--- src/rtl/core/sfs_pkg.sv ---
`timescale 1ns / 1ps

package sfs_pkg;

    localparam int MAX_FRAMES = 16;
    localparam int TIME_BITS  = 16;
    localparam int FRAME_W    = $clog2(MAX_FRAMES);
    localparam int ACC_W      = TIME_BITS + 1;
    localparam int PART_W     = 8;
    localparam int ACTION_W   = 3;
    localparam int TICKS_W    = 16;
    localparam int INDEX_W    = 4;
    localparam int LENGTH_W   = 16;
    localparam int COUNT_W    = 5;
    localparam int CFG_IDX_W  = 1;
    localparam int CFG_DATA_W = COUNT_W;
    localparam int ENTRY_W    = PART_W + TIME_BITS;

    typedef enum logic [ACTION_W-1:0] {
        ACT_TICK  = 3'd0,
        ACT_START = 3'd1,
        ACT_PAUSE = 3'd2,
        ACT_STOP  = 3'd3,
        ACT_WRITE = 3'd4
    } t_action;

    typedef enum logic [CFG_IDX_W-1:0] {
        CFG_FRAME_COUNT = 1'd0,
        CFG_PLAY_ONCE   = 1'd1
    } t_cfg_idx;

    typedef struct packed {
        logic capture;
        logic acc_add;
        logic step;
        logic finish;
        logic load_part;
        logic restart;
        logic resume;
        logic pause;
        logic stop;
        logic write;
        logic out_load;
    } t_cmd;

    typedef struct packed {
        logic [ACTION_W-1:0] action;
        logic                playing;
        logic                paused;
        logic                covers;
        logic                last_once;
        logic                out_free;
    } t_status;

endpackage

--- src/rtl/core/sfs_in_if.sv ---
`timescale 1ns / 1ps

interface sfs_in_if;
    import sfs_pkg::*;

    logic                valid;
    logic                ready;
    logic [ACTION_W-1:0] action;
    logic [TICKS_W-1:0]  ticks;
    logic [INDEX_W-1:0]  entry_index;
    logic [PART_W-1:0]   entry_part;
    logic [LENGTH_W-1:0] entry_length;

    modport source (
        output valid, action, ticks, entry_index, entry_part, entry_length,
        input  ready
    );
    modport sink (
        input  valid, action, ticks, entry_index, entry_part, entry_length,
        output ready
    );
endinterface

--- src/rtl/core/sfs_out_if.sv ---
`timescale 1ns / 1ps

interface sfs_out_if;
    import sfs_pkg::*;

    logic               valid;
    logic               ready;
    logic [PART_W-1:0]  sprite_part;
    logic [FRAME_W-1:0] frame_index;
    logic               playing;
    logic               paused;

    modport source (
        output valid, sprite_part, frame_index, playing, paused,
        input  ready
    );
    modport sink (
        input  valid, sprite_part, frame_index, playing, paused,
        output ready
    );
endinterface

--- src/rtl/core/sprite_frame_sequencer.sv ---
`timescale 1ns / 1ps
// Flow: each transfer in is captured and decoded; a restart then loads frame 0's part and a playing
// tick adds its ticks, then compares and steps frames, before the result is registered on output.
// Throughput: one item at a time, a new transfer in taken once the previous result is
// registered; the tick loop steps one frame per cycle through the frame table read port.
// Reset (synchronous, active low) clears frame, time, flags, shown part and output valid, and sets
// the frame count to 1; the frame table is not cleared and is undefined until written.

module sprite_frame_sequencer (
    input  logic                           i_clk,
    input  logic                           i_rst_n,
    sfs_in_if.sink                         i_in,
    sfs_out_if.source                      o_out,
    input  logic                           i_cfg_wr_en,
    input  logic [sfs_pkg::CFG_IDX_W-1:0]  i_cfg_index,
    input  logic [sfs_pkg::CFG_DATA_W-1:0] i_cfg_wdata
);
    import sfs_pkg::*;

    t_cmd    w_cmd;
    t_status w_status;

    sfs_ctrl u_ctrl (
        .i_clk      (i_clk),
        .i_rst_n    (i_rst_n),
        .i_in_valid (i_in.valid),
        .o_in_ready (i_in.ready),
        .i_status   (w_status),
        .o_cmd      (w_cmd)
    );

    sfs_datapath u_datapath (
        .i_clk          (i_clk),
        .i_rst_n        (i_rst_n),
        .i_cmd          (w_cmd),
        .o_status       (w_status),
        .i_action       (i_in.action),
        .i_ticks        (i_in.ticks),
        .i_entry_index  (i_in.entry_index),
        .i_entry_part   (i_in.entry_part),
        .i_entry_length (i_in.entry_length),
        .i_cfg_wr_en    (i_cfg_wr_en),
        .i_cfg_index    (i_cfg_index),
        .i_cfg_wdata    (i_cfg_wdata),
        .o_out_valid    (o_out.valid),
        .i_out_ready    (o_out.ready),
        .o_sprite_part  (o_out.sprite_part),
        .o_frame_index  (o_out.frame_index),
        .o_playing      (o_out.playing),
        .o_paused       (o_out.paused)
    );

endmodule

--- src/rtl/core/sfs_datapath.sv ---
`timescale 1ns / 1ps

module sfs_datapath (
    input  logic                          i_clk,
    input  logic                          i_rst_n,
    input  sfs_pkg::t_cmd                 i_cmd,
    output sfs_pkg::t_status              o_status,
    input  logic [sfs_pkg::ACTION_W-1:0]  i_action,
    input  logic [sfs_pkg::TICKS_W-1:0]   i_ticks,
    input  logic [sfs_pkg::INDEX_W-1:0]   i_entry_index,
    input  logic [sfs_pkg::PART_W-1:0]    i_entry_part,
    input  logic [sfs_pkg::LENGTH_W-1:0]  i_entry_length,
    input  logic                          i_cfg_wr_en,
    input  logic [sfs_pkg::CFG_IDX_W-1:0] i_cfg_index,
    input  logic [sfs_pkg::CFG_DATA_W-1:0] i_cfg_wdata,
    output logic                          o_out_valid,
    input  logic                          i_out_ready,
    output logic [sfs_pkg::PART_W-1:0]    o_sprite_part,
    output logic [sfs_pkg::FRAME_W-1:0]   o_frame_index,
    output logic                          o_playing,
    output logic                          o_paused
);
    import sfs_pkg::*;

    logic [ENTRY_W-1:0]   r_mem [MAX_FRAMES];
    logic [ENTRY_W-1:0]   r_rd_entry;
    logic [ACTION_W-1:0]  r_action;
    logic [TICKS_W-1:0]   r_ticks;
    logic [INDEX_W-1:0]   r_index;
    logic [PART_W-1:0]    r_part;
    logic [LENGTH_W-1:0]  r_length;
    logic [FRAME_W-1:0]   r_frame;
    logic [ACC_W-1:0]     r_acc;
    logic                 r_playing;
    logic                 r_paused;
    logic [PART_W-1:0]    r_shown;
    logic [COUNT_W-1:0]   r_frame_count;
    logic                 r_play_once;
    logic                 r_out_valid;
    logic [PART_W-1:0]    r_out_part;
    logic [FRAME_W-1:0]   r_out_frame;
    logic                 r_out_playing;
    logic                 r_out_paused;

    logic [FRAME_W-1:0]   n_frame;
    logic [FRAME_W-1:0]   rd_addr;
    logic [TIME_BITS-1:0] rd_len;
    logic [TIME_BITS-1:0] len_eff;
    logic [ACC_W:0]       acc_sum;
    logic [ACC_W-1:0]     acc_sat;
    logic [FRAME_W-1:0]   last_idx;
    logic                 last;
    logic                 out_free;

    always_comb begin
        if (r_frame_count == '0) begin
            last_idx = '0;
        end else if (r_frame_count > COUNT_W'(MAX_FRAMES)) begin
            last_idx = FRAME_W'(MAX_FRAMES - 1);
        end else begin
            last_idx = FRAME_W'(r_frame_count - COUNT_W'(1));
        end
    end

    assign last    = (r_frame >= last_idx);
    assign n_frame = last ? '0 : r_frame + FRAME_W'(1);
    assign rd_addr = i_cmd.step ? n_frame : (i_cmd.restart ? '0 : r_frame);
    assign rd_len  = r_rd_entry[TIME_BITS-1:0];
    assign len_eff = (rd_len == '0) ? TIME_BITS'(1) : rd_len;
    assign acc_sum = {1'b0, r_acc} + (ACC_W+1)'(r_ticks[TIME_BITS-1:0]);
    assign acc_sat = acc_sum[ACC_W] ? '1 : acc_sum[ACC_W-1:0];
    assign out_free = !r_out_valid || i_out_ready;

    assign o_status.action    = r_action;
    assign o_status.playing   = r_playing;
    assign o_status.paused    = r_paused;
    assign o_status.covers    = (r_acc >= {1'b0, len_eff});
    assign o_status.last_once = last && r_play_once;
    assign o_status.out_free  = out_free;

    always_ff @(posedge i_clk) begin
        if (i_cmd.write) begin
            r_mem[r_index] <= {r_part, TIME_BITS'(r_length)};
        end
        r_rd_entry <= r_mem[rd_addr];
    end

    always_ff @(posedge i_clk) begin
        if (i_cmd.capture) begin
            r_action <= i_action;
            r_ticks  <= i_ticks;
            r_index  <= i_entry_index;
            r_part   <= i_entry_part;
            r_length <= i_entry_length;
        end
        if (i_cmd.out_load) begin
            r_out_part    <= r_shown;
            r_out_frame   <= r_frame;
            r_out_playing <= r_playing;
            r_out_paused  <= r_paused;
        end
    end

    always_ff @(posedge i_clk) begin
        if (!i_rst_n) begin
            r_frame       <= '0;
            r_acc         <= '0;
            r_playing     <= 1'b0;
            r_paused      <= 1'b0;
            r_shown       <= '0;
            r_frame_count <= COUNT_W'(1);
            r_play_once   <= 1'b0;
            r_out_valid   <= 1'b0;
        end else begin
            if (i_cfg_wr_en) begin
                case (i_cfg_index)
                    CFG_FRAME_COUNT: r_frame_count <= i_cfg_wdata;
                    CFG_PLAY_ONCE:   r_play_once   <= i_cfg_wdata[0];
                    default: begin
                    end
                endcase
            end

            if (i_cmd.restart || i_cmd.finish) begin
                r_frame <= '0;
            end else if (i_cmd.step) begin
                r_frame <= n_frame;
            end

            if (i_cmd.restart || i_cmd.stop) begin
                r_acc <= '0;
            end else if (i_cmd.acc_add) begin
                r_acc <= acc_sat;
            end else if (i_cmd.step) begin
                r_acc <= r_acc - {1'b0, len_eff};
            end

            if (i_cmd.restart || i_cmd.resume) begin
                r_playing <= 1'b1;
            end else if (i_cmd.finish || i_cmd.stop) begin
                r_playing <= 1'b0;
            end

            if (i_cmd.resume || i_cmd.stop) begin
                r_paused <= 1'b0;
            end else if (i_cmd.pause) begin
                r_paused <= 1'b1;
            end

            if (i_cmd.stop) begin
                r_shown <= '0;
            end else if (i_cmd.load_part) begin
                r_shown <= r_rd_entry[ENTRY_W-1:TIME_BITS];
            end

            if (i_cmd.out_load) begin
                r_out_valid <= 1'b1;
            end else if (i_out_ready) begin
                r_out_valid <= 1'b0;
            end
        end
    end

    assign o_out_valid   = r_out_valid;
    assign o_sprite_part = r_out_part;
    assign o_frame_index = r_out_frame;
    assign o_playing     = r_out_playing;
    assign o_paused      = r_out_paused;

endmodule

--- src/rtl/core/sfs_ctrl.sv ---
`timescale 1ns / 1ps

module sfs_ctrl (
    input  logic             i_clk,
    input  logic             i_rst_n,
    input  logic             i_in_valid,
    output logic             o_in_ready,
    input  sfs_pkg::t_status i_status,
    output sfs_pkg::t_cmd    o_cmd
);
    import sfs_pkg::*;

    typedef enum logic [6:0] {
        ST_IDLE   = 7'b0000001,
        ST_DECODE = 7'b0000010,
        ST_ADD    = 7'b0000100,
        ST_CMP    = 7'b0001000,
        ST_MOVE   = 7'b0010000,
        ST_LOAD0  = 7'b0100000,
        ST_DONE   = 7'b1000000
    } t_state;

    t_state r_state;
    t_state n_state;

    assign o_in_ready = (r_state == ST_IDLE);

    always_comb begin
        n_state = r_state;
        o_cmd   = '0;
        case (r_state)
            ST_IDLE: begin
                if (i_in_valid) begin
                    o_cmd.capture = 1'b1;
                    n_state       = ST_DECODE;
                end
            end
            ST_DECODE: begin
                n_state = ST_DONE;
                case (i_status.action)
                    ACT_TICK: begin
                        if (i_status.playing && !i_status.paused) begin
                            n_state = ST_ADD;
                        end
                    end
                    ACT_START: begin
                        if (i_status.paused) begin
                            o_cmd.resume = 1'b1;
                        end else begin
                            o_cmd.restart = 1'b1;
                            n_state       = ST_LOAD0;
                        end
                    end
                    ACT_PAUSE: o_cmd.pause = 1'b1;
                    ACT_STOP:  o_cmd.stop  = 1'b1;
                    ACT_WRITE: o_cmd.write = 1'b1;
                    default: begin
                    end
                endcase
            end
            ST_ADD: begin
                o_cmd.acc_add = 1'b1;
                n_state       = ST_CMP;
            end
            ST_CMP, ST_MOVE: begin
                o_cmd.load_part = (r_state == ST_MOVE);
                if (!i_status.covers) begin
                    n_state = ST_DONE;
                end else if (i_status.last_once) begin
                    o_cmd.finish = 1'b1;
                    n_state      = ST_DONE;
                end else begin
                    o_cmd.step = 1'b1;
                    n_state    = ST_MOVE;
                end
            end
            ST_LOAD0: begin
                o_cmd.load_part = 1'b1;
                n_state         = ST_DONE;
            end
            ST_DONE: begin
                if (i_status.out_free) begin
                    o_cmd.out_load = 1'b1;
                    n_state        = ST_IDLE;
                end
            end
            default: n_state = ST_IDLE;
        endcase
    end

    always_ff @(posedge i_clk) begin
        if (!i_rst_n) begin
            r_state <= ST_IDLE;
        end else begin
            r_state <= n_state;
        end
    end

endmodule
--- src/flat_wrapper.sv ---
// flat-port wrapper written by rule: the top's interface ports become plain ports
module sprite_frame_sequencer_flat import sfs_pkg::*;
  (i_clk, i_rst_n, i_cfg_wr_en, i_cfg_index, i_cfg_wdata, i_in_valid, i_in_action, i_in_ticks, i_in_entry_index, i_in_entry_part, i_in_entry_length, i_in_ready, o_out_valid, o_out_sprite_part, o_out_frame_index, o_out_playing, o_out_paused, o_out_ready);
  sfs_in_if i_in_i ();
  sfs_out_if o_out_i ();
  input  logic i_clk;
  input  logic i_rst_n;
  input  logic i_cfg_wr_en;
  input  logic [sfs_pkg::CFG_IDX_W-1:0] i_cfg_index;
  input  logic [sfs_pkg::CFG_DATA_W-1:0] i_cfg_wdata;
  input wire logic [$bits(i_in_i.valid)-1:0] i_in_valid;
  input wire logic [$bits(i_in_i.action)-1:0] i_in_action;
  input wire logic [$bits(i_in_i.ticks)-1:0] i_in_ticks;
  input wire logic [$bits(i_in_i.entry_index)-1:0] i_in_entry_index;
  input wire logic [$bits(i_in_i.entry_part)-1:0] i_in_entry_part;
  input wire logic [$bits(i_in_i.entry_length)-1:0] i_in_entry_length;
  output wire logic [$bits(i_in_i.ready)-1:0] i_in_ready;
  output wire logic [$bits(o_out_i.valid)-1:0] o_out_valid;
  output wire logic [$bits(o_out_i.sprite_part)-1:0] o_out_sprite_part;
  output wire logic [$bits(o_out_i.frame_index)-1:0] o_out_frame_index;
  output wire logic [$bits(o_out_i.playing)-1:0] o_out_playing;
  output wire logic [$bits(o_out_i.paused)-1:0] o_out_paused;
  input wire logic [$bits(o_out_i.ready)-1:0] o_out_ready;
  assign i_in_i.valid = i_in_valid;
  assign i_in_i.action = i_in_action;
  assign i_in_i.ticks = i_in_ticks;
  assign i_in_i.entry_index = i_in_entry_index;
  assign i_in_i.entry_part = i_in_entry_part;
  assign i_in_i.entry_length = i_in_entry_length;
  assign i_in_ready = i_in_i.ready;
  assign o_out_valid = o_out_i.valid;
  assign o_out_sprite_part = o_out_i.sprite_part;
  assign o_out_frame_index = o_out_i.frame_index;
  assign o_out_playing = o_out_i.playing;
  assign o_out_paused = o_out_i.paused;
  assign o_out_i.ready = o_out_ready;
  sprite_frame_sequencer u_core (.i_clk(i_clk), .i_rst_n(i_rst_n), .i_in(i_in_i), .o_out(o_out_i), .i_cfg_wr_en(i_cfg_wr_en), .i_cfg_index(i_cfg_index), .i_cfg_wdata(i_cfg_wdata));
endmodule
--- config.mk ---
export PLATFORM = sky130hd
export DESIGN_NAME = sprite_frame_sequencer_flat
export DESIGN_NICKNAME = d
export VERILOG_FILES = /design/src/rtl/core/sfs_pkg.sv /design/src/rtl/core/sfs_in_if.sv /design/src/rtl/core/sfs_out_if.sv /design/src/rtl/core/sprite_frame_sequencer.sv /design/src/rtl/core/sfs_datapath.sv /design/src/rtl/core/sfs_ctrl.sv /design/src/flat_wrapper.sv
export SDC_FILE = /design/constraint.sdc
export NUM_CORES = 1
export LEC_CHECK = 0
export BUFFER_PORTS_ARGS = -buffer_cell sky130_fd_sc_hd__buf_2
export CAP_MARGIN = 0
export CORE_MARGIN = 4
export CORE_UTILIZATION = 45
export CTS_BUF_LIST = sky130_fd_sc_hd__clkbuf_2 sky130_fd_sc_hd__clkbuf_4 sky130_fd_sc_hd__clkbuf_8
export DETAILED_ROUTE_END_ITERATION = 8
export HOLD_SLACK_MARGIN = 0.15
export SLEW_MARGIN = 10
export SYNTH_ARGS = -nofsm -noshare
export SYNTH_HDL_FRONTEND = slang
export SYNTH_HIERARCHICAL = 1
export SYNTH_SLANG_ARGS = --single-unit
export TNS_END_PERCENT = 10
--- constraint.sdc ---
create_clock -name i_clk -period 7.92 [get_ports i_clk]
set_input_delay 1.188 -clock i_clk [delete_from_list [all_inputs] [get_ports i_clk]]
set_output_delay 1.188 -clock i_clk [all_outputs]
set_load 0.1 [all_outputs]
# Word level (Yosys, flattened, before mapping)
# Memory sizes are Yosys's and may differ from the RTL's. A register that Yosys moved wholly into a read port is not among the register bits.
# Index checks and enable logic that the tools add are counted.
# op_classes
n_addsub	4
muxes	40
bitwise_logic	2
magnitude_cmp	3
eq_ne	13
reduce_logical	24
# ops
operator	n
$mux W17	3
$mux W7	6
$pmux W7 S6	1
$mux W4	5
$add A17 B16 Y18	1
$mux W1	18
$ge A17 B16 Y1	1
$sub A17 B16 Y17	1
$logic_not A16 Y1	1
$mux W16	1
$pmux W7 S2	1
$reduce_or A2 Y1	5
$eq A7 B1 Y1 const B	1
$eq A7 B2 Y1 const B	1
$eq A7 B3 Y1 const B	1
$eq A7 B4 Y1 const B	1
$eq A7 B5 Y1 const B	1
$eq A7 B6 Y1 const B	1
$eq A7 B7 Y1 const B	1
$eq A3 B2 Y1 const B	2
$logic_or A1 B1 Y1	6
$mux W2	3
$reduce_and A2 Y1	3
$reduce_bool A2 Y1	3
other kinds (14)	18
# word_totals
wordCells	105
regBits	106
input_bits	58
out_inout_bits	16
ramBits	384
n_memories	1
# memory_table
name	words	width	rd	rd_ports_with_merged_regs	write_ports	line	text
u_core.u_datapath.r_mem	16	24	1	1	1	sfs_datapath.sv:25	logic [ENTRY_W-1:0] r_mem [MAX_FRAMES];

# Depth between registers and ports, before layout
# Gate-level depths: netlist of the first run.
# logic_depth
ltp_word	11
ltp_mapped	23
ltp_nobuf	20

# By module
# Netlist of the first run, hierarchy kept.
# modules_own_cells
module	area_each_um2	n_inst	cells_each	seq_area_each_um2
sfs_datapath	20867.5	1	1311	14604.0
sfs_ctrl	545.5	1	64	140.1

# Least setup slack after synthesis of the first run
# Ideal clock, no wire load.
# synth_path
path_kind	flip-flop to flip-flop
startpoint	reg u_core.u_ctrl.r_state[5]
endpoint	reg u_core.u_datapath.r_action[0], enable pin
arrival_ns	4.026
path_buffers	1
t_required_ns	7.511
setup_time_ns	0.409
setup_slack_ns	3.486
stages_incl_launch_ff	5
synth_period_minus_slack_ns	4.434
cell_sequence	dfxtp_1 -> buf_2 -> or4_4 -> nor4b_2 -> and2_1
# synth_rtl
element	line	text
start: declaration	sfs_ctrl.sv:23	t_state r_state;
start signal: assignment	sfs_ctrl.sv:95	r_state <= n_state;
end signal: assignment	sfs_datapath.sv:90	r_action <= i_action;
end: declaration	sfs_datapath.sv:27	logic [ACTION_W-1:0] r_action;

==> results of run 1 <==
## stage by stage
stage	total power (W)	area, sq um
2_1_floorplan	0.00314	21400
3_3_place_gp	0.00319	22500
3_5_place_dp	0.00320	22500
4_1_cts	0.00548	24200
5_1_grt	0.00562	24200
6_report	0.00542	24200
## Yosys cell counts (20+ instances only)
library cell  instances  area share, %
nor3_1               22           0.51
mux4_2               48            5.0
edfxtp_1            445             62
inv_1                38           0.67
mux2i_1              36            1.7
dfxtp_1              69            6.5
ha_1                 38            2.2
a21oi_1              64            1.5
nor3b_2              20            1.2
a22o_1               25            1.0
and3_1               77            2.2
nor2_1               60            1.1
o21ai_0              31           0.72
nand2_1              29           0.51
a211o_1              25            1.0
a211oi_1             80            2.8
clkbuf_1             43           0.75
## layout by cell type (no fill, tap or decap), drive strengths merged, types with 4 or more instances in the layout
| cell | instances |
|---|---|
| ha | 38 |
| nor2 | 60 |
| or2 | 5 |
| a22oi | 4 |
| nor4b | 6 |
| nand3 | 12 |
| a211o | 25 |
| nor3b | 28 |
| nand3b | 5 |
| mux4 | 48 |
| nand2b | 11 |
| o21ai | 33 |
| inv | 40 |
| nor3 | 23 |
| clkbuf | 122 |
| mux2i | 36 |
| a21oi | 66 |
| clkinv | 30 |
| nor2b | 13 |
| a22o | 25 |
| buf | 107 |
| and2 | 5 |
| a21o | 8 |
| a221oi | 6 |
| o31a | 5 |
| or3 | 4 |
| nand2 | 29 |
| a211oi | 80 |
| edfxtp | 445 |
| xnor2 | 13 |
| and3 | 77 |
| dfxtp | 69 |
| o21a | 9 |
| xor2 | 13 |
| nor4 | 10 |
## power by group through the flow
stage	Clock, W	Combinational, W	Sequential [W]
after floorplan	0	0.0000652	0.00307
after global placement	0	0.0000974	0.00309
after detailed placement	0	0.0000999	0.00310
after CTS	0.00234	0.000101	0.00304
after global routing	0.00246	0.000110	0.00305
final	0.00228	0.0000994	0.00304
## path summary, 6_finish.rpt
kind                                                        from                                  to  slack [ns]  cells after the start
worst max-delay path            u_core/u_datapath/r_rd_entry[13]    u_core/u_datapath/r_rd_entry[21]        1.79                     20
worst min-delay path                u_core/u_datapath/r_shown[3]  u_core/u_datapath/o_sprite_part[3]        0.47                      0
worst max register to register  u_core/u_datapath/r_rd_entry[13]    u_core/u_datapath/r_rd_entry[21]        1.79                     20
worst min register to register      u_core/u_datapath/r_shown[3]  u_core/u_datapath/o_sprite_part[3]        0.47                      0
## per-layer routing
metal	routed length, microns	part of all wire [%]
met2	22600	46
met1	22000	45
met3	3320	6.8
met4	880	1.8
met5	0	0
## cell families after synthesis
| kind of cell | count (synthesis) | share of synthesized area [%] |
|---|---|---|
| adder cells (fa/ha/maj) | 41 | 2.45 |
| multiplexers | 87 | 6.89 |
| buffers and inverters | 115 | 2.41 |
| AND/OR/NAND/NOR | 296 | 8.38 |
| AO/OA/AOI/OAI | 296 | 9.95 |
| XOR/XNOR | 26 | 1.06 |
| flip-flops | 514 | 68.9 |
## flip-flops by register name (all words and copies together) (netlist names), 7 cells and up
name / count
u_core/u_datapath/r_shown: 8
u_core/u_datapath/r_ticks: 16
u_core/u_datapath/r_part: 8
u_core/u_ctrl/r_state: 7
u_core/u_datapath/r_mem: 384
u_core/u_datapath/r_rd_entry: 24
u_core/u_datapath/r_length: 16
u_core/u_datapath/r_acc: 17
u_core/u_datapath/o_sprite_part: 8
## layout make-up
class	count	area [sq um]
Fill cell	3875	22500
Sequential cell	514	14700
Multi-Input combinational cell	746	6240
Clock buffer	122	1500
Tap cell	607	759
Timing Repair Buffer	107	646
Clock inverter	34	198
Inverter	38	143
Antenna cell	1	2.50
==> results_dict.tcl, run 1 <==
set metrics [dict create \
    status "completed" \
    postLayoutCoreUtil_pct 51.8 \
    worstPathArrival_ns 6.67 \
    fin_ws_ns 1.79 \
    place_inst 2012 \
    crit_fanout 73 \
    endpoint_kind "flop" \
    fin_skew_ns 0.0362 \
    io_buffers 73 \
    p_int_w 0.00428 \
    ir_drop_v 0.000132 \
    clockPowerShare_pct 42.0 \
    fp.dieW_microns 226 \
    cts_resized 0 \
    cp_cell_sequence "nor4_1 > a41o_1 > ha_1 > nor2b_1 > o31a_1 > o2111ai_1 > a31oi_1 > a2111o_1 > nand2b_1 > nor2_2 > buf_4 > inv_1 > nand2_1 > or2_2 > buf_4 > nand2_4 > buf_12 > mux4_2 > a22o_1 > a211o_1" \
    cpMostUsedCell "buf_4" \
    drtAntennaViolNets 0 \
    start_kind "flop" \
    syn_to_final_growth_pct 13.2 \
    synth.yosys.seq_area_share_pct 68.9 \
    hpwl_mm 28.3 \
    drt_iter0_drc 1054 \
    critPathBufInv 4 \
    wire_per_inst_microns 22.5 \
    sw_frac_of_total_pct 21.0 \
    io_pins 74 \
    setup_viol 0 \
    cts_max_level 3 \
    use_met1_pct 27.2 \
    vias 12400 \
    numClockSinks 514 \
    p_per_area_nw_per_um2 224 \
    gr-total-overflow 0 \
    antenna_found_initial 2 \
    holdBufCountCts 0 \
    fp.dieArea_sq_um 51100 \
    hold_viol_final 0 \
    yosysUniqueCellTypes 78 \
    syn_inst 1375 \
    start_util_pct 45.8 \
    clock-root-buffer "clkbuf_8" \
    post-cts-setup-buffer-count 0 \
    relSlewSlack_pct 31.5 \
    cap_viol_max_count 0 \
    fin_crit_sh_pct 77.4 \
    grt_max_degree 121 \
    dp_slack_ns 1.84 \
    cts_tree "built" \
    grt_pass1_wl_mm 74.3 \
    insertion_delay_ns 0.66 \
    yosysWarnings 6 \
    cts_buffers 86 \
    final.setup.tns_ns 0 \
    seq_power_share_pct 56.1 \
    drv_slew 0 \
    drcViolationCount 0 \
    grt_util_met3_pct 4.59 \
    slowest_stage "nand2_4" \
    clk_pin_slew_worst_paths_ns 0.06 \
    coreArea_sq_um 46800 \
    final_nets 1591 \
    fin_crit_ns 6.13 \
    drive_gt1_share_pct 22.9 \
    crit_path_max_incr_delay_ns 0.71 \
    hold_path.class "reg -> reg" \
    gp_congestion 0.840 \
    fin_cells 2169 \
    synth_fp_nets 1473 \
    worst_pin_slew_ns 1.02 \
    synth_flop_cell "edfxtp_1" \
    grt_pass1_vias 12300 \
    switchingPower_w 0.00114 \
    fmaxAchievable_ghz 0.163 \
    drtPass1Iterations 5 \
    viasPerCell 5.72 \
    grt_busiest_layer "met2" \
    grtUsageMet2_pct 29.8 \
    clockBufferDepth 3 \
    num_rows 79 \
    rsz0062_at_grt "false" \
    combPwrFrac_pct 1.8 \
    p_leak_nw 8.33 \
    die_h_microns 226 \
    critPathKind "reg -> reg" \
    track_usage_pct 19.1 \
    whs_ns 0.466 \
    syn-cell-area_sq_um 21400 \
    routed_wl_mm 48.9 \
    worstPathRequired_ns 8.46 \
    ys_ff_latch 514 \
    synthArstFlopShare_pct 0 \
    synth_edf_count 445 \
    synth_area_per_cell_sq_um 15.6 \
    cp_top_family "compound AO/OA/AOI/OAI gates" \
]
(Power assumes the default switching activity.)
==> run 2: changes to the inputs <==
- clock period: 7.92 -> 6.4 ns (I/O delays scaled with it)
==> run 2 against run 1 <==
  * Sequential power rose by 24%
  * Register-to-register slack got worse by 0.69 ns
  * Critical path type unchanged
  * Die area did not move
  * Cell area did not move
  * Largest power group unchanged
  * Largest cell class unchanged
  * First-iteration DRC count rose by 16%
  * Power rose by 23%
  * Cell count fell by 0.46%
  * Critical path depth fell by 2
  * Non-clock buffer count rose by 1
  * Combinational power rose by 21%
  * Clock skew fell by 0.012 ns
  * Global-route usage rose by 0.61 points
==> results_dict.tcl, run 2 (synthesis gave the netlist of run 1 again) <==
set metrics [dict create \
    start_util_pct 45.8 \
    fin_crit_ns 5.30 \
    drcViolationCount 0 \
    hold_path.class "reg -> reg" \
    final_common_cell "edfxtp_1" \
    setup_viol 0 \
    cts_tree "built" \
    worstPathRequired_ns 6.94 \
    clk_pin_slew_worst_paths_ns 0.06 \
    seqCellArea_sq_um 14700 \
    cts_resized 0 \
    clock-root-buffer "clkbuf_8" \
    die_h_microns 226 \
    fp.dieArea_sq_um 51100 \
    io_pins 74 \
    multi_input_area_sq_um 6250 \
    insertion_delay_ns 0.65 \
    syn_to_final_growth_pct 13.2 \
    worstPathArrival_ns 5.84 \
    drtPass1Iterations 5 \
    drtAntennaViolNets 0 \
    fp.dieW_microns 226 \
    viasPerCell 5.67 \
    fin_crit_sh_pct 82.8 \
    antenna_cells 0 \
    critPathKind "reg -> reg" \
    hold_viol_final 0 \
    wl_met3_mm 2.63 \
    antenna_found_initial 0 \
    wire_per_inst_microns 23.0 \
    clockBufferDepth 3 \
    gp_congestion 0.829 \
    vias 12200 \
    status "completed" \
    start_kind "flop" \
    largest_reg_flops 384 \
    drt_iter0_drc 1224 \
    grt_pass1_wl_mm 76.1 \
    top_register "u_core/u_datapath/r_mem" \
    track_usage_pct 19.7 \
    post-cts-setup-buffer-count 0 \
    ir_drop_v 0.000141 \
    cap_viol_max_count 0 \
    met2_length_mm 23.8 \
    dp_slack_ns 1.12 \
    postLayoutCoreUtil_pct 51.8 \
    relSlewSlack_pct 38.6 \
    cts_buffers 84 \
    highest_layer "met4" \
    num_rows 79 \
    cts_max_level 3 \
    rsz0062_at_grt "false" \
    reg_top3 "u_core/u_datapath/r_mem (384), u_core/u_datapath/r_rd_entry (24), u_core/u_datapath/r_acc (17)" \
    final.setup.tns_ns 0 \
    endpoint_kind "flop" \
    holdBufCountCts 0 \
    numClockSinks 514 \
    fin_ws_ns 1.10 \
    nFillCells 3855 \
    grt_pass1_vias 12500 \
    drv_slew 0 \
    coreArea_sq_um 46800 \
    routed_wl_mm 49.7 \
    fmaxAchievable_ghz 0.189 \
    fin_skew_ns 0.0240 \
    drive_gt1_share_pct 23.4 \
    worst_pin_slew_ns 0.916 \
    hpwl_mm 28.4 \
    m1WireLength_mm 22.2 \
    gr-total-overflow 0 \
    final_nets 1590 \
    io_buffers 73 \
    crit_fanout 26 \
    p_per_area_nw_per_um2 276 \
    p_leak_nw 8.34 \
    grt_max_degree 76 \
    layout_common_cells "edfxtp_1, clkbuf_8, a211oi_1" \
]
run 2: worst paths after layout:
check	startpoint	cells after the start	to	slack [ns]
max reg2reg	u_core/u_datapath/r_rd_entry[7]	18	u_core/u_datapath/r_rd_entry[11]	1.10
min	u_core/u_datapath/r_shown[5]	0	u_core/u_datapath/o_sprite_part[5]	0.44
min reg2reg	u_core/u_datapath/r_shown[5]	0	u_core/u_datapath/o_sprite_part[5]	0.44
max	u_core/u_datapath/r_rd_entry[7]	18	u_core/u_datapath/r_rd_entry[11]	1.10
run 2: metal layers:
metal,vias up,GRT usage [%]
met4,0,5.52
met2,324,32.3
met3,80,3.59
met1,6119,27.4
li1,5719,-
met5,-,0
run 2: final cells by class:
class,count,area share (%)
Sequential cell,514,60.8
Clock buffer,123,6.21
Timing Repair Buffer,108,2.80
Clock inverter,23,0.630
Inverter,38,0.589
Multi-Input combinational cell,746,25.8
Tap cell,607,3.13
run 2: worst max-delay path, stage by stage, from the launching register on:
cell	delay, ns
dfxtp_1	0.32
nor4_1	0.47
a41o_1	0.26
ha_1	0.19
nor2b_1	0.07
o31a_1	0.28
o2111ai_1	0.29
a31oi_1	0.17
a2111o_1	0.48
nand2b_1	0.16
nor2_2	0.05
inv_1	0.36
nand2_1	0.12
or2_2	0.34
nand2_4	0.35
buf_4	0.41
mux4_2	0.35
a22o_1	0.24
a211o_1	0.23
run 2: metrics by stage:
stage | instances | power (W) | hold slack (ns) | instance area [sq um]
after floorplan | 1375 | 0.00388 | 0.408 | 21400
after global placement | 2013 | 0.00395 | 0.423 | 22600
after detailed placement | 2013 | 0.00395 | 0.431 | 22600
after CTS | 2159 | 0.00677 | 0.427 | 24200
after global routing | 2159 | 0.00696 | 0.439 | 24200
final | 2159 | 0.00668 | 0.438 | 24200
run 2: report_power, final:
group	switching, W	total [W]	internal (W)
clock	0.00125	0.00280	0.00155
combinational	0.0000756	0.000120	0.0000448
sequential	0.0000657	0.00376	0.00370
total	0.00139	0.00668	0.00529
==> run 3: changes to the inputs <==
- ABC_AREA: unset -> 1
- clock period: 6.4 -> 5 ns (I/O delays scaled with it)
==> run 3 against run 2 <==
  * Worst setup slack got worse by 0.43 ns
  * Highest routed layer unchanged
  * Clock-buffer cell count grew 5
  * First-iteration DRC count is 14% higher
  * Non-clock buffer count is 4 lower
  * Combinational power increased by 60%
  * Sequential share of layout area down 5.3 points
  * Critical endpoint is now u_core/u_datapath/r_rd_entry[12]
  * Global-route usage increased by 2.2 points
==> results_dict.tcl, run 3 <==
set metrics [dict create \
    r2r_start "u_core/u_datapath/r_rd_entry[6]" \
    drtAntennaViolNets 0 \
    fin_crit_sh_pct 86.6 \
    cts_resized 0 \
    final.setup.tns_ns 0 \
    fp.dieArea_sq_um 55900 \
    cts_max_level 3 \
    rsz0062_at_grt "false" \
    relSlewSlack_pct 14.9 \
    yosysUniqueCellTypes 51 \
    fin_skew_ns 0.0322 \
    io_pins 74 \
    postPlaceCellArea_sq_um 24700 \
    crit_fanout 82 \
    fp.dieW_microns 236 \
    layout_common_cells "nand3_1, inv_1, nand2_1" \
    cap_viol_max_count 0 \
    ys_ff_latch 514 \
    track_usage_pct 21.9 \
    synth.yosys.seq_area_share_pct 62.8 \
    worstSetupStartpoint "u_core/u_datapath/r_rd_entry[6]" \
    synth_edf_count 445 \
    gp_congestion 0.868 \
    drt_iter0_drc 1394 \
    syn-cell-area_sq_um 23500 \
    insertion_delay_ns 0.68 \
    clock-root-buffer "clkbuf_8" \
    synth_fp_nets 2496 \
    io_buffers 73 \
    hold_viol_final 0 \
    vias 16900 \
    syn_inst 2398 \
    clockBufferDepth 3 \
    cts_tree "built" \
    drive_gt1_share_pct 12.3 \
    yosysWarnings 6 \
    yosys.area.top_type "edfxtp_1" \
    wire_per_inst_microns 19.0 \
    grt_max_degree 84 \
    hpwl_mm 36.3 \
    gr-total-overflow 0 \
    reg_top3 "u_core/u_datapath/r_mem (384), u_core/u_datapath/r_rd_entry (24), u_core/u_datapath/r_acc (17)" \
    start_kind "flop" \
    hp-start "i_in_entry_part[2]" \
    syn_to_final_growth_pct 13.1 \
    final_nets 2594 \
    grt_pass1_vias 16800 \
    min_path_cells 1 \
    clk_pin_slew_worst_paths_ns 0.06 \
    viasPerCell 5.22 \
    drtPass1Iterations 5 \
    synthArstFlopShare_pct 0 \
    start_util_pct 45.6 \
    drv_slew 0 \
    post-cts-setup-buffer-count 0 \
    drcViolationCount 0 \
    status "completed" \
    yosys-top-cells-area "edfxtp_1, nand3_1, inv_1" \
    synth_top_area_share_pct 56.9 \
    critPathKind "reg -> reg" \
    hold_path.class "in -> reg" \
    final_common_cell "nand3_1" \
    worstPathArrival_ns 4.81 \
    numClockSinks 514 \
    antenna_cells 0 \
    top_register "u_core/u_datapath/r_mem" \
    p_leak_nw 11.5 \
    yosysMostFrequentCell "nand3_1" \
    endpoint_kind "flop" \
    ir_drop_v 0.000175 \
    postLayoutCoreUtil_pct 51.6 \
    die_h_microns 236 \
    coreArea_sq_um 51500 \
    fin_crit_ns 4.33 \
    synth_flop_cell "edfxtp_1" \
    r2r_cells 21 \
    num_rows 83 \
    cts_buffers 89 \
    worst_pin_slew_ns 1.27 \
    p_per_area_nw_per_um2 334 \
    fmaxAchievable_ghz 0.231 \
    synth_commonest_cells "nand3_1, inv_1, nand2_1" \
    finalInstanceArea_sq_um 26600 \
    place_inst 3085 \
    fin_cells 3249 \
    holdBufCountCts 0 \
    antenna_found_initial 0 \
    worstPathRequired_ns 5.48 \
    largest_reg_flops 384 \
    routed_wl_mm 61.6 \
    grt_pass1_wl_mm 95.8 \
    setup_viol 0 \
    synth_area_per_cell_sq_um 9.79 \
]
run 3: cell types whose count changed in the layout (fill, tap and decap cells not counted), moves of 19 or more:
cell / before / now
nor2_1: 47 / 79
and3_1: 77 / 1
nand3_1: 12 / 502
nor2_4: 0 / 19
a22o_1: 24 / 0
mux4_2: 48 / 0
a211oi_1: 80 / 1
inv_1: 38 / 491
nand2_1: 28 / 446
a211o_1: 25 / 0
mux2i_1: 36 / 0
nor3b_2: 20 / 0
run 3: logic make-up after synthesis:
logic type	Yosys count	share of synthesized area [%]
adders and majority gates	40	2.20
buffers and inverters	603	10.2
DFF	514	62.8
AOI/OAI and AO/OA	133	3.21
and+or+nand+nor	1095	21.1
xor gates and xnor gates	13	0.485
run 3: cell type report:
cell class              instances  area [sq um]
clock inverters                36           259
multi-input cells            1281          6530
inverters                     506          1900
flip-flops and latches        514         14700
fillers                      4667         25000
well taps                     680           851
repair buffers                104           711
clock buffers                 128          1560
run 3: power by group:
group	switching (W)	internal (W)	leakage, nW
sequential	0.0000816	0.00473	4.60
combinational	0.000133	0.0000586	5.97
clock	0.00171	0.00216	0.973
run 3: final timing paths:
| kind | to | slack [ns] |
|---|---|---|
| worst min register to register | u_core/u_datapath/o_sprite_part[0] | 0.44 |
| worst max register to register | u_core/u_datapath/r_rd_entry[12] | 0.67 |
| worst min-delay path | u_core/u_datapath/r_part[2] | 0.25 |
| worst max-delay path | u_core/u_datapath/r_rd_entry[12] | 0.67 |
run 3: through the flow:
stage	hold slack (ns)	setup WS, ns	power (W)
floorplan	0.409	1.06	0.00499
global placement	0.427	0.871	0.00509
detailed placement	0.425	0.784	0.00509
CTS	0.192	0.740	0.00897
global route	0.209	0.366	0.00921
finish	0.249	0.670	0.00888
run 3: layer usage:
layer  GRT usage [%]  part of all wire, %  vias up
li1                -                    -     8109
met3            3.71                  5.5      114
met2            37.2                   48      512
met5               0                    0        -
met1            28.8                   43     8210
met4            6.97                  2.7        0
run 3: critical path, cell delays in order (launching register included):
cell,delay (ns)
dfxtp_1,0.49
nor4_1,0.13
a41o_1,0.24
ha_1,0.21
nand3b_1,0.16
nand2_1,0.09
nand2_1,0.05
nand2_1,0.11
nand3_1,0.10
nand2_1,0.07
nand2_1,0.06
nand3_1,0.16
nand3_1,0.12
inv_1,0.26
inv_2,0.20
nand3_4,0.11
buf_4,0.85
nand3_1,0.19
nand3_1,0.14
nand3_1,0.09
nand3_1,0.09
nand2_1,0.16
